## config.mk

```make
export PLATFORM = sky130hd
export DESIGN_NAME = prefix_varint_stream_decoder
export DESIGN_NICKNAME = d
export VERILOG_FILES = /design/src/hdl/pvsd_pkg.sv /design/src/hdl/prefix_varint_stream_decoder.sv
export SDC_FILE = /design/constraint.sdc
export NUM_CORES = 1
export LEC_CHECK = 0
export ABC_AREA = 1
export BUFFER_PORTS_ARGS = -buffer_cell sky130_fd_sc_hd__buf_2
export CAP_MARGIN = 20
export CORE_MARGIN = 2
export CORE_UTILIZATION = 67
export CTS_CLUSTER_SIZE = 16
export DETAILED_ROUTE_END_ITERATION = 7
export PLACE_DENSITY = 0.93
export SLEW_MARGIN = 20
export SYNTH_ARGS = -nofsm -noshare
export SYNTH_HDL_FRONTEND = slang
export SYNTH_SLANG_ARGS = --single-unit
```

## constraint.sdc

```tcl
create_clock -name clk -period 13.3 [get_ports clk]
set_input_delay 1.33 -clock clk [delete_from_list [all_inputs] [get_ports clk]]
set_output_delay 1.33 -clock clk [all_outputs]
set_load 0.01 [all_outputs]
```

## src/hdl/pvsd_pkg.sv

```systemverilog
// Package with constants, status codes and the length decode for the prefix varint decoder.
`timescale 1ns / 1ps
package pvsd_pkg;

	localparam logic [7:0] MARKER_BYTE  = 8'hFF;
	localparam logic [3:0] MAX_LEN      = 4'd9;
	localparam int unsigned BYTE_BITS   = 8;
	localparam int unsigned VALUE_BITS  = 64;
	localparam int unsigned LEN_BITS    = 4;

	typedef enum logic {
		STATUS_OK    = 1'b0,
		STATUS_TRUNC = 1'b1
	} status_t;

	function automatic logic [LEN_BITS-1:0] first_len(input logic [BYTE_BITS-1:0] b);
		logic [LEN_BITS-1:0] n;
		logic                run;
		n   = '0;
		run = 1'b1;
		if (b == MARKER_BYTE) begin
			n = MAX_LEN;
		end else begin
			for (int i = 0; i < BYTE_BITS; i++) begin
				run = run & b[i];
				n   = n + LEN_BITS'(run);
			end
			n = n + 4'd1;
		end
		return n;
	endfunction

endpackage

```

## src/hdl/prefix_varint_stream_decoder.sv

```systemverilog
// Prefix varint stream decoder: one byte per transaction, one result per complete varint.
// Path: input register, then result register; an output stall holds both registers.
// Throughput: one byte per cycle if unstalled; while a result waits one further byte is held.
// Multi-byte varints yield one result on their final byte, or a truncation at buffer end.
// Reset (arst_n low, asynchronous) drops any partial varint and empties both registers.
`timescale 1ns / 1ps
module prefix_varint_stream_decoder
	import pvsd_pkg::*;
(
	input  logic                  clk,
	input  logic                  arst_n,
	input  logic                  in_valid,
	output logic                  in_ready,
	input  logic [BYTE_BITS-1:0]  in_byte,
	input  logic                  buffer_last,
	output logic                  out_valid,
	input  logic                  out_ready,
	output logic [VALUE_BITS-1:0] decoded_value,
	output logic [LEN_BITS-1:0]   encoded_length,
	output logic                  status
);

	logic                  valid_s1;
	logic [BYTE_BITS-1:0]  byte_s1;
	logic                  last_s1;

	logic [LEN_BITS-1:0]   needed_q;
	logic [LEN_BITS-1:0]   seen_q;
	logic [VALUE_BITS-1:0] accum_q;

	logic                  out_valid_q;
	logic [VALUE_BITS-1:0] value_q;
	logic [LEN_BITS-1:0]   length_q;
	status_t               status_q;

	logic                  advance;
	logic                  fire;
	logic                  start;
	logic [LEN_BITS-1:0]   len_first;
	logic [LEN_BITS-1:0]   pos_full;
	logic [2:0]            pos;
	logic [LEN_BITS-1:0]   nxt_needed;
	logic [LEN_BITS-1:0]   nxt_seen;
	logic [VALUE_BITS-1:0] nxt_accum;
	logic                  done;
	logic                  produce;
	logic [VALUE_BITS-1:0] done_value;

	assign advance  = !out_valid_q || out_ready;
	assign in_ready = !valid_s1 || advance;
	assign fire     = valid_s1 && advance;

	always_comb begin
		start     = (needed_q == '0);
		len_first = first_len(byte_s1);
		pos_full  = (needed_q == MAX_LEN) ? seen_q - 4'd1 : seen_q;
		pos       = pos_full[2:0];
		if (start) begin
			nxt_needed = len_first;
			nxt_seen   = 4'd1;
			nxt_accum  = (len_first == MAX_LEN) ? '0 : VALUE_BITS'(byte_s1);
		end else begin
			nxt_needed = needed_q;
			nxt_seen   = seen_q + 4'd1;
			nxt_accum  = accum_q | (VALUE_BITS'(byte_s1) << {pos, 3'b000});
		end
		done       = (nxt_seen == nxt_needed);
		produce    = done || last_s1;
		done_value = (nxt_needed == MAX_LEN) ? nxt_accum : (nxt_accum >> nxt_needed);
	end

	always_ff @(posedge clk or negedge arst_n) begin
		if (!arst_n) begin
			valid_s1 <= 1'b0;
		end else if (in_ready) begin
			valid_s1 <= in_valid;
		end
	end

	always_ff @(posedge clk) begin
		if (in_ready && in_valid) begin
			byte_s1 <= in_byte;
			last_s1 <= buffer_last;
		end
	end

	always_ff @(posedge clk or negedge arst_n) begin
		if (!arst_n) begin
			needed_q <= '0;
			seen_q   <= '0;
			accum_q  <= '0;
		end else if (fire) begin
			if (produce) begin
				needed_q <= '0;
				seen_q   <= '0;
				accum_q  <= '0;
			end else begin
				needed_q <= nxt_needed;
				seen_q   <= nxt_seen;
				accum_q  <= nxt_accum;
			end
		end
	end

	always_ff @(posedge clk or negedge arst_n) begin
		if (!arst_n) begin
			out_valid_q <= 1'b0;
		end else if (advance) begin
			out_valid_q <= fire && produce;
		end
	end

	always_ff @(posedge clk) begin
		if (fire && produce) begin
			if (done) begin
				value_q  <= done_value;
				length_q <= nxt_needed;
				status_q <= STATUS_OK;
			end else begin
				value_q  <= '0;
				length_q <= '0;
				status_q <= STATUS_TRUNC;
			end
		end
	end

	assign out_valid      = out_valid_q;
	assign decoded_value  = value_q;
	assign encoded_length = length_q;
	assign status         = status_q;

	a_seen_below_needed: assert property (@(posedge clk) disable iff (!arst_n)
		needed_q != '0 |-> (seen_q < needed_q && needed_q <= MAX_LEN))
		else $error("partial varint count out of range");

	a_idle_state_clear: assert property (@(posedge clk) disable iff (!arst_n)
		needed_q == '0 |-> (seen_q == '0 && accum_q == '0))
		else $error("idle decoder holds stale state");

	a_ok_length: assert property (@(posedge clk) disable iff (!arst_n)
		(out_valid_q && status_q == STATUS_OK) |-> (length_q != '0 && length_q <= MAX_LEN))
		else $error("ok result with bad length");

	a_trunc_zero: assert property (@(posedge clk) disable iff (!arst_n)
		(out_valid_q && status_q == STATUS_TRUNC) |-> (length_q == '0 && value_q == '0))
		else $error("truncation result not zeroed");

	a_clear_after_result: assert property (@(posedge clk) disable iff (!arst_n)
		(fire && produce) |=> (needed_q == '0 && out_valid_q))
		else $error("state not cleared after result");

endmodule

```

## Yosys cells after proc, flatten, opt, wreduce, memory -nomap -nowiden

Cells that the tools add are included.

| storage, ports and cells | value |
|---|---|
| bits of input ports | 13 |
| register bits after elaboration | 152 |
| logic and storage cells | 55 |
| output and inout port bits | 71 |

| cells by class | value |
|---|---|
| shifts and indexed selects | 2 |
| reduce and logical (&&, ||, !) cells | 9 |
| $add $sub $neg | 10 |
| mux-type cells | 11 |
| bitwise logic cells | 8 |
| eq/ne operators | 5 |

Operator list:

| operator | number |
|---|---|
| 64-bit 2-to-1 mux | 3 |
| 64-bit bitwise OR | 1 |
| 8-bit by 6-bit left shift with 64-bit output | 1 |
| 64-bit by 4-bit >> shifter with 64-bit output | 1 |
| 4-bit 2-to-1 mux | 5 |
| 4-bit by 1-bit adder with 4-bit output | 4 |
| 4-bit equality test (second input constant) | 3 |
| 4-bit by 1-bit adder with 4-bit output (second input constant) | 2 |
| 8-bit equality test (second input constant) | 1 |
| 8-bit 2-to-1 mux | 1 |
| 1-bit bitwise AND | 7 |
| 3-bit by 1-bit adder with 4-bit output | 1 |
| 4-bit equality test | 1 |
| 4-bit logical NOT | 1 |
| 2-bit by 1-bit adder with 3-bit output | 1 |
| 1-bit logical AND | 3 |
| 1-bit logical OR | 3 |
| 3-bit 2-to-1 mux | 1 |
| 3-bit by 1-bit subtractor with 3-bit output (second input constant) | 1 |
| 1-bit by 1-bit adder with 2-bit output | 1 |
| 1-bit logical NOT | 2 |
| 1-bit 2-to-1 mux | 1 |

## Depth between registers and ports, before layout

| depth | value |
|---|---|
| depth after elaboration | 15 |
| depth in mapped cells | 25 |
| mapped depth without buffers | 25 |

## Worst setup path after synthesis

OpenSTA, ideal clock, no wires.

| timing | value |
|---|---|
| path kind | reg-to-reg |
| start | register byte_s1[1] |
| end | register value_q[0] (netlist: decoded_value[0]) (enable) |
| stages on the path, launching flop included | 23 |
| clock period less this slack | 7187 ps |
| required time | 12803 ps |
| setup slack | 6113 ps |
| data arrival time | 6691 ps |
| path through | edfxtp_1 -> nand2_1 -> inv_1 -> nand2_1 -> ha_1 -> inv_1 -> fa_1 -> inv_1 -> fa_1 -> inv_1 -> fa_1 -> inv_1 -> fa_1 -> inv_1 -> nand3_2 -> nand2_2 -> xor2_1 -> nor2_1 -> nand2_2 -> nand2_2 -> inv_2 -> buf_4 -> nor2_1 |

| on the way | value |
|---|---|
| longest elaborated chain between the ends | 14 |

Ends and longest elaborated chain:

| item | RTL line | RTL |
|---|---|---|
| from (decl) | prefix_varint_stream_decoder.sv:24 | `logic [BYTE_BITS-1:0] byte_s1;` |
| from (signal assigned) | prefix_varint_stream_decoder.sv:82 | `byte_s1 <= in_byte;` |
| 1-bit bitwise AND | pvsd_pkg.sv:25 | `run = run & b[i];` |
| 1-bit by 1-bit adder with 2-bit output or 1-bit bitwise AND (tied branches) | pvsd_pkg.sv:26, pvsd_pkg.sv:25 |  |
| 2-bit by 1-bit adder with 3-bit output or 1-bit bitwise AND (tied branches) | pvsd_pkg.sv:26, pvsd_pkg.sv:25 |  |
| 3-bit by 1-bit adder with 4-bit output or 1-bit bitwise AND (tied branches) | pvsd_pkg.sv:26, pvsd_pkg.sv:25 |  |
| 4-bit by 1-bit adder with 4-bit output or 1-bit bitwise AND (tied branches) (3 in series) | pvsd_pkg.sv:26, pvsd_pkg.sv:25 |  |
| 4-bit by 1-bit adder with 4-bit output | pvsd_pkg.sv:26 | `n = n + LEN_BITS'(run);` |
| 4-bit by 1-bit adder with 4-bit output | pvsd_pkg.sv:28 | `n = n + 4'd1;` |
| 4-bit 2-to-1 mux * | pvsd_pkg.sv:21 | `if (b == MARKER_BYTE) begin` |
| 4-bit 2-to-1 mux * | prefix_varint_stream_decoder.sv:58 | `if (start) begin` |
| 4-bit equality test * | prefix_varint_stream_decoder.sv:67 | `done = (nxt_seen == nxt_needed);` |
| 1-bit logical OR * | prefix_varint_stream_decoder.sv:68 | `produce = done \|\| last_s1;` |
| 1-bit logical AND * | prefix_varint_stream_decoder.sv:114 | `if (fire && produce) begin` |
| to (signal assigned) | prefix_varint_stream_decoder.sv:116 | `value_q <= done_value;` |
| to (decl) | prefix_varint_stream_decoder.sv:32 | `logic [VALUE_BITS-1:0] value_q;` |

Every way passes the cells marked *; elsewhere a longest branch is shown, timed or not.
A chain may end at the register's enable or synchronous reset.

## Final worst setup path

| timing | value |
|---|---|
| start | register byte_s1[0] |
| end | register length_q[0] (netlist: encoded_length[0]) (enable) |

| on the way | value |
|---|---|
| longest elaborated chain between the ends | 14 |

Ends and longest elaborated chain:

| item | RTL line | RTL |
|---|---|---|
| 1-bit bitwise AND | pvsd_pkg.sv:25 |  |
| 1-bit by 1-bit adder with 2-bit output or 1-bit bitwise AND (tied branches) | pvsd_pkg.sv:26, pvsd_pkg.sv:25 |  |
| 2-bit by 1-bit adder with 3-bit output or 1-bit bitwise AND (tied branches) | pvsd_pkg.sv:26, pvsd_pkg.sv:25 |  |
| 3-bit by 1-bit adder with 4-bit output or 1-bit bitwise AND (tied branches) | pvsd_pkg.sv:26, pvsd_pkg.sv:25 |  |
| 4-bit by 1-bit adder with 4-bit output or 1-bit bitwise AND (tied branches) (3 in series) | pvsd_pkg.sv:26, pvsd_pkg.sv:25 |  |
| 4-bit by 1-bit adder with 4-bit output | pvsd_pkg.sv:26 |  |
| 4-bit by 1-bit adder with 4-bit output | pvsd_pkg.sv:28 |  |
| 4-bit 2-to-1 mux * | pvsd_pkg.sv:21 |  |
| 4-bit 2-to-1 mux * | prefix_varint_stream_decoder.sv:58 |  |
| 4-bit equality test * | prefix_varint_stream_decoder.sv:67 |  |
| 1-bit logical OR * | prefix_varint_stream_decoder.sv:68 |  |
| 1-bit logical AND * | prefix_varint_stream_decoder.sv:114 |  |
| to (signal assigned) | prefix_varint_stream_decoder.sv:117 | `length_q <= nxt_needed;` |
| to (decl) | prefix_varint_stream_decoder.sv:33 | `logic [LEN_BITS-1:0] length_q;` |

Marks and branches as above.

==> results.sh <==
export IMPL_rr_worst_depth=25
export IMPL_final_util_pct=73.3
export IMPL_worst_slew_pin_slew_ns=1.15
export IMPL_cts_buffer_depth=2
export IMPL_ant_nets=0
export IMPL_cts_resized=0
export IMPL_reg2reg_from="byte_s1[0]$_DFFE_PP_"
export IMPL_area_growth_pct=7.72
export IMPL_min_delay_start="accum_q[56]$_DFFE_PN0P_"
export IMPL_ys_ff_latch=152
export IMPL_status="finished, violations left"
export IMPL_min_path_type="reg2reg"
export IMPL_dp_hpwl_um=22400
export IMPL_cellPowerDensity_nw_per_um2=239
export IMPL_die_h_um=133
export IMPL_period_share_pct=52.3
export IMPL_grt_usage_pct=39.5
export IMPL_grt_pass1_vias=10587
export IMPL_ys_seq_area_share_pct=37.6
export IMPL_grt_max_degree=105
export IMPL_cellInternalPower_uw=1400
export IMPL_h_tree_depth=4
export IMPL_drcViolationCount=7
export IMPL_switchingPower_uw=1480
export IMPL_cp_num_buf_inv=10
export IMPL_grt_overflow_total=0
export IMPL_worstPathMaxFanout=69
export IMPL_setup_viol=0
export IMPL_cp_top_family="buffers and inverters"
export IMPL_cp_start_kind="flop"
export IMPL_cts_tree="built"
export IMPL_cts_hold_buf=0
export IMPL_p_sw_share_pct=51.3
export IMPL_initial_utilization_pct=68.1
export IMPL_hold_depth=2
export IMPL_drt_initial_drc_count=2717
export IMPL_peakVddDrop_mv=0.155
export IMPL_clockPowerShare_pct=17.2
export IMPL_first_pass_iters=8
export IMPL_drive_gt1_share_pct=11.9
export IMPL_mostFrequentLayoutCells="482 x nand3_1, 452 x nand2_1, 140 x inv_1, 83 x buf_2, 78 x edfxtp_1"
export IMPL_final_nets=1641
export IMPL_pin_count=84
export IMPL_synth_area_per_cell_sq_um=6.88
export IMPL_combPwrFrac_pct=58.8
export IMPL_crit_type="reg2reg"
export IMPL_n_antenna_cell=0
export IMPL_cts_buffers=17
export IMPL_core_region_area_sq_um=16400
export IMPL_violations="DRC"
export IMPL_slowest_stage="inv_2"
export IMPL_path_common_cell="inv_1"
export IMPL_layout_commonest_cell="nand3_1"
export IMPL_dieArea_sq_um=17700
export IMPL_io_buffers=83
export IMPL_seq_power_share_pct=23.9
export IMPL_synthesis_nets=1645
export IMPL_gp_congestion=0.988
export IMPL_rsz0062_at_grt="no"
export IMPL_cp_data_arrival_time_ns=7.03
export IMPL_vias_per_cell=6.48
export IMPL_cp_end_kind="flop"
export IMPL_drv_slew=0
export IMPL_whs_ns=0.485
export IMPL_r2r_end="encoded_length[0]$_SDFFCE_PN0P_"
export IMPL_ff2ff_setup_slack_ns=6.34
export IMPL_row_count=47
export IMPL_mappedNetlistArea_sq_um=11200
export IMPL_worst_endpoint_required_ns=13.37
export IMPL_vias=12007
export IMPL_fin_tns_setup_ns=0
export IMPL_clk_latency_ns=0.45
export IMPL_ys_types=37
export IMPL_clk_pin_slew_ns=0.07
export IMPL_cap_violations=0
export IMPL_finalHoldViolations=0
export IMPL_min_period_ns=6.96
export IMPL_relSlewSlack_pct=23.4
export IMPL_hold_end="accum_q[56]$_DFFE_PN0P_"
export IMPL_finalWirelength_um=34600
export IMPL_avgRoutedWirePerCell_um=18.7
export IMPL_fp_dieW_um=133
export IMPL_grt_pass1_wl_um=55000
export IMPL_grt_antenna_before_repair=1
export IMPL_synth_cells=1623
export IMPL_clock_skew_ns=0.0118
export IMPL_leakagePower_uw=0.00578
export IMPL_ys_warn_count=0
export IMPL_cts_root_buf="clkbuf_16"
export IMPL_cts_setup_buffers=0
export IMPL_power_uw=2870
export IMPL_slowest_delay_ns=0.78
export IMPL_timing_fmax_mhz=144
export IMPL_clock_sinks=152
sequential cells by signal, summed over array words and instances (netlist names):
| signal | flops |
|---|---|
| accum_q | 64 |
| byte_s1 | 8 |
| decoded_value | 64 |
| encoded_length | 4 |
| last_s1 | 1 |
| needed_q | 4 |
| out_valid | 1 |
| seen_q | 4 |
| status | 1 |
| valid_s1 | 1 |
kinds of logic after synthesis:
kind of cell,after synthesis,share of synthesized area (%)
buf+inv,269,9.93
simple gates,1010,40.3
compound gates,178,10.5
flops,152,37.6
fa+ha+maj,9,1.28
xor+xnor,5,0.392
through the flow:
step	worst slack, ns	instances	area, sq um
2_1_floorplan	6.11	1623	11200
3_3_place_gp	6.57	1820	11400
3_5_place_dp	6.45	1820	11400
4_1_cts	6.40	1852	12000
5_1_grt	5.91	1852	12000
6_report	6.34	1852	12000
worst max-delay path by stage:
stage,start,end,slack [ns],depth (start not counted)
3_3_place_gp,byte_s1[1]$_DFFE_PP_,decoded_value[29]$_SDFFCE_PN0P_,6.57,25
2_1_floorplan,byte_s1[1]$_DFFE_PP_,decoded_value[0]$_SDFFCE_PN0P_,6.11,22
5_1_grt,byte_s1[1]$_DFFE_PP_,encoded_length[2]$_SDFFCE_PN0P_,5.91,25
4_1_cts,byte_s1[1]$_DFFE_PP_,decoded_value[13]$_SDFFCE_PN0P_,6.40,25
6_report,byte_s1[0]$_DFFE_PP_,encoded_length[0]$_SDFFCE_PN0P_,6.34,25
3_5_place_dp,byte_s1[1]$_DFFE_PP_,decoded_value[22]$_SDFFCE_PN0P_,6.45,25
final cells by class:
type                            instances  area (sq um)
Clock buffer                           17           425
Clock inverter                         15           169
Fill cell                            1304          4380
Inverter                              149           561
Multi-Input combinational cell       1202          5880
Sequential cell                       152          4190
Tap cell                              220           275
Timing Repair Buffer                   97           520
synth_stat cells, drive strengths merged:
library cell    n  area share [%]
nand3         485              22
nand2         463              16
inv           149             5.0
edfxtp         78              21
a21oi          74             3.5
dfrtp          74              17
buf            68             3.2
nor2           55             2.2
clkbuf         52             1.7
o21ai          49             2.3
o22ai          41             3.4
o21bai          6            0.61
o31ai           6            0.40
ha              5            0.56
fa              4            0.72
nand4           3            0.17
nor3            3            0.13
xor2            3            0.24
xnor2           2            0.16
a211oi          1            0.11
a31oi           1            0.19
and2            1           0.056
tightest hold or removal path: cells and delay by family, from the launching register on:
family | cells | cell delay, ns
compound gates | 1 | 0.06
flops | 1 | 0.33
simple gates | 1 | 0.05
power groups by stage:
stage / logic, uW / registers, uW / clock network (uW)
after floorplan: 1190 / 755 / 0
after global placement: 1590 / 693 / 0
after detailed placement: 1610 / 697 / 0
after CTS: 1620 / 689 / 490
after global routing: 1850 / 698 / 512
final: 1690 / 688 / 495
layer usage:
metal / vias up / share of wire (%) / track usage [%]
met1: 5322 / 37 / 57.2
met4: 0 / 4.9 / 18.1
li1: 5459 / - / -
met2: 1046 / 42 / 56.0
met5: - / 0 / 0
met3: 180 / 16 / 10.4
Power figures use the tool's default switching activity.
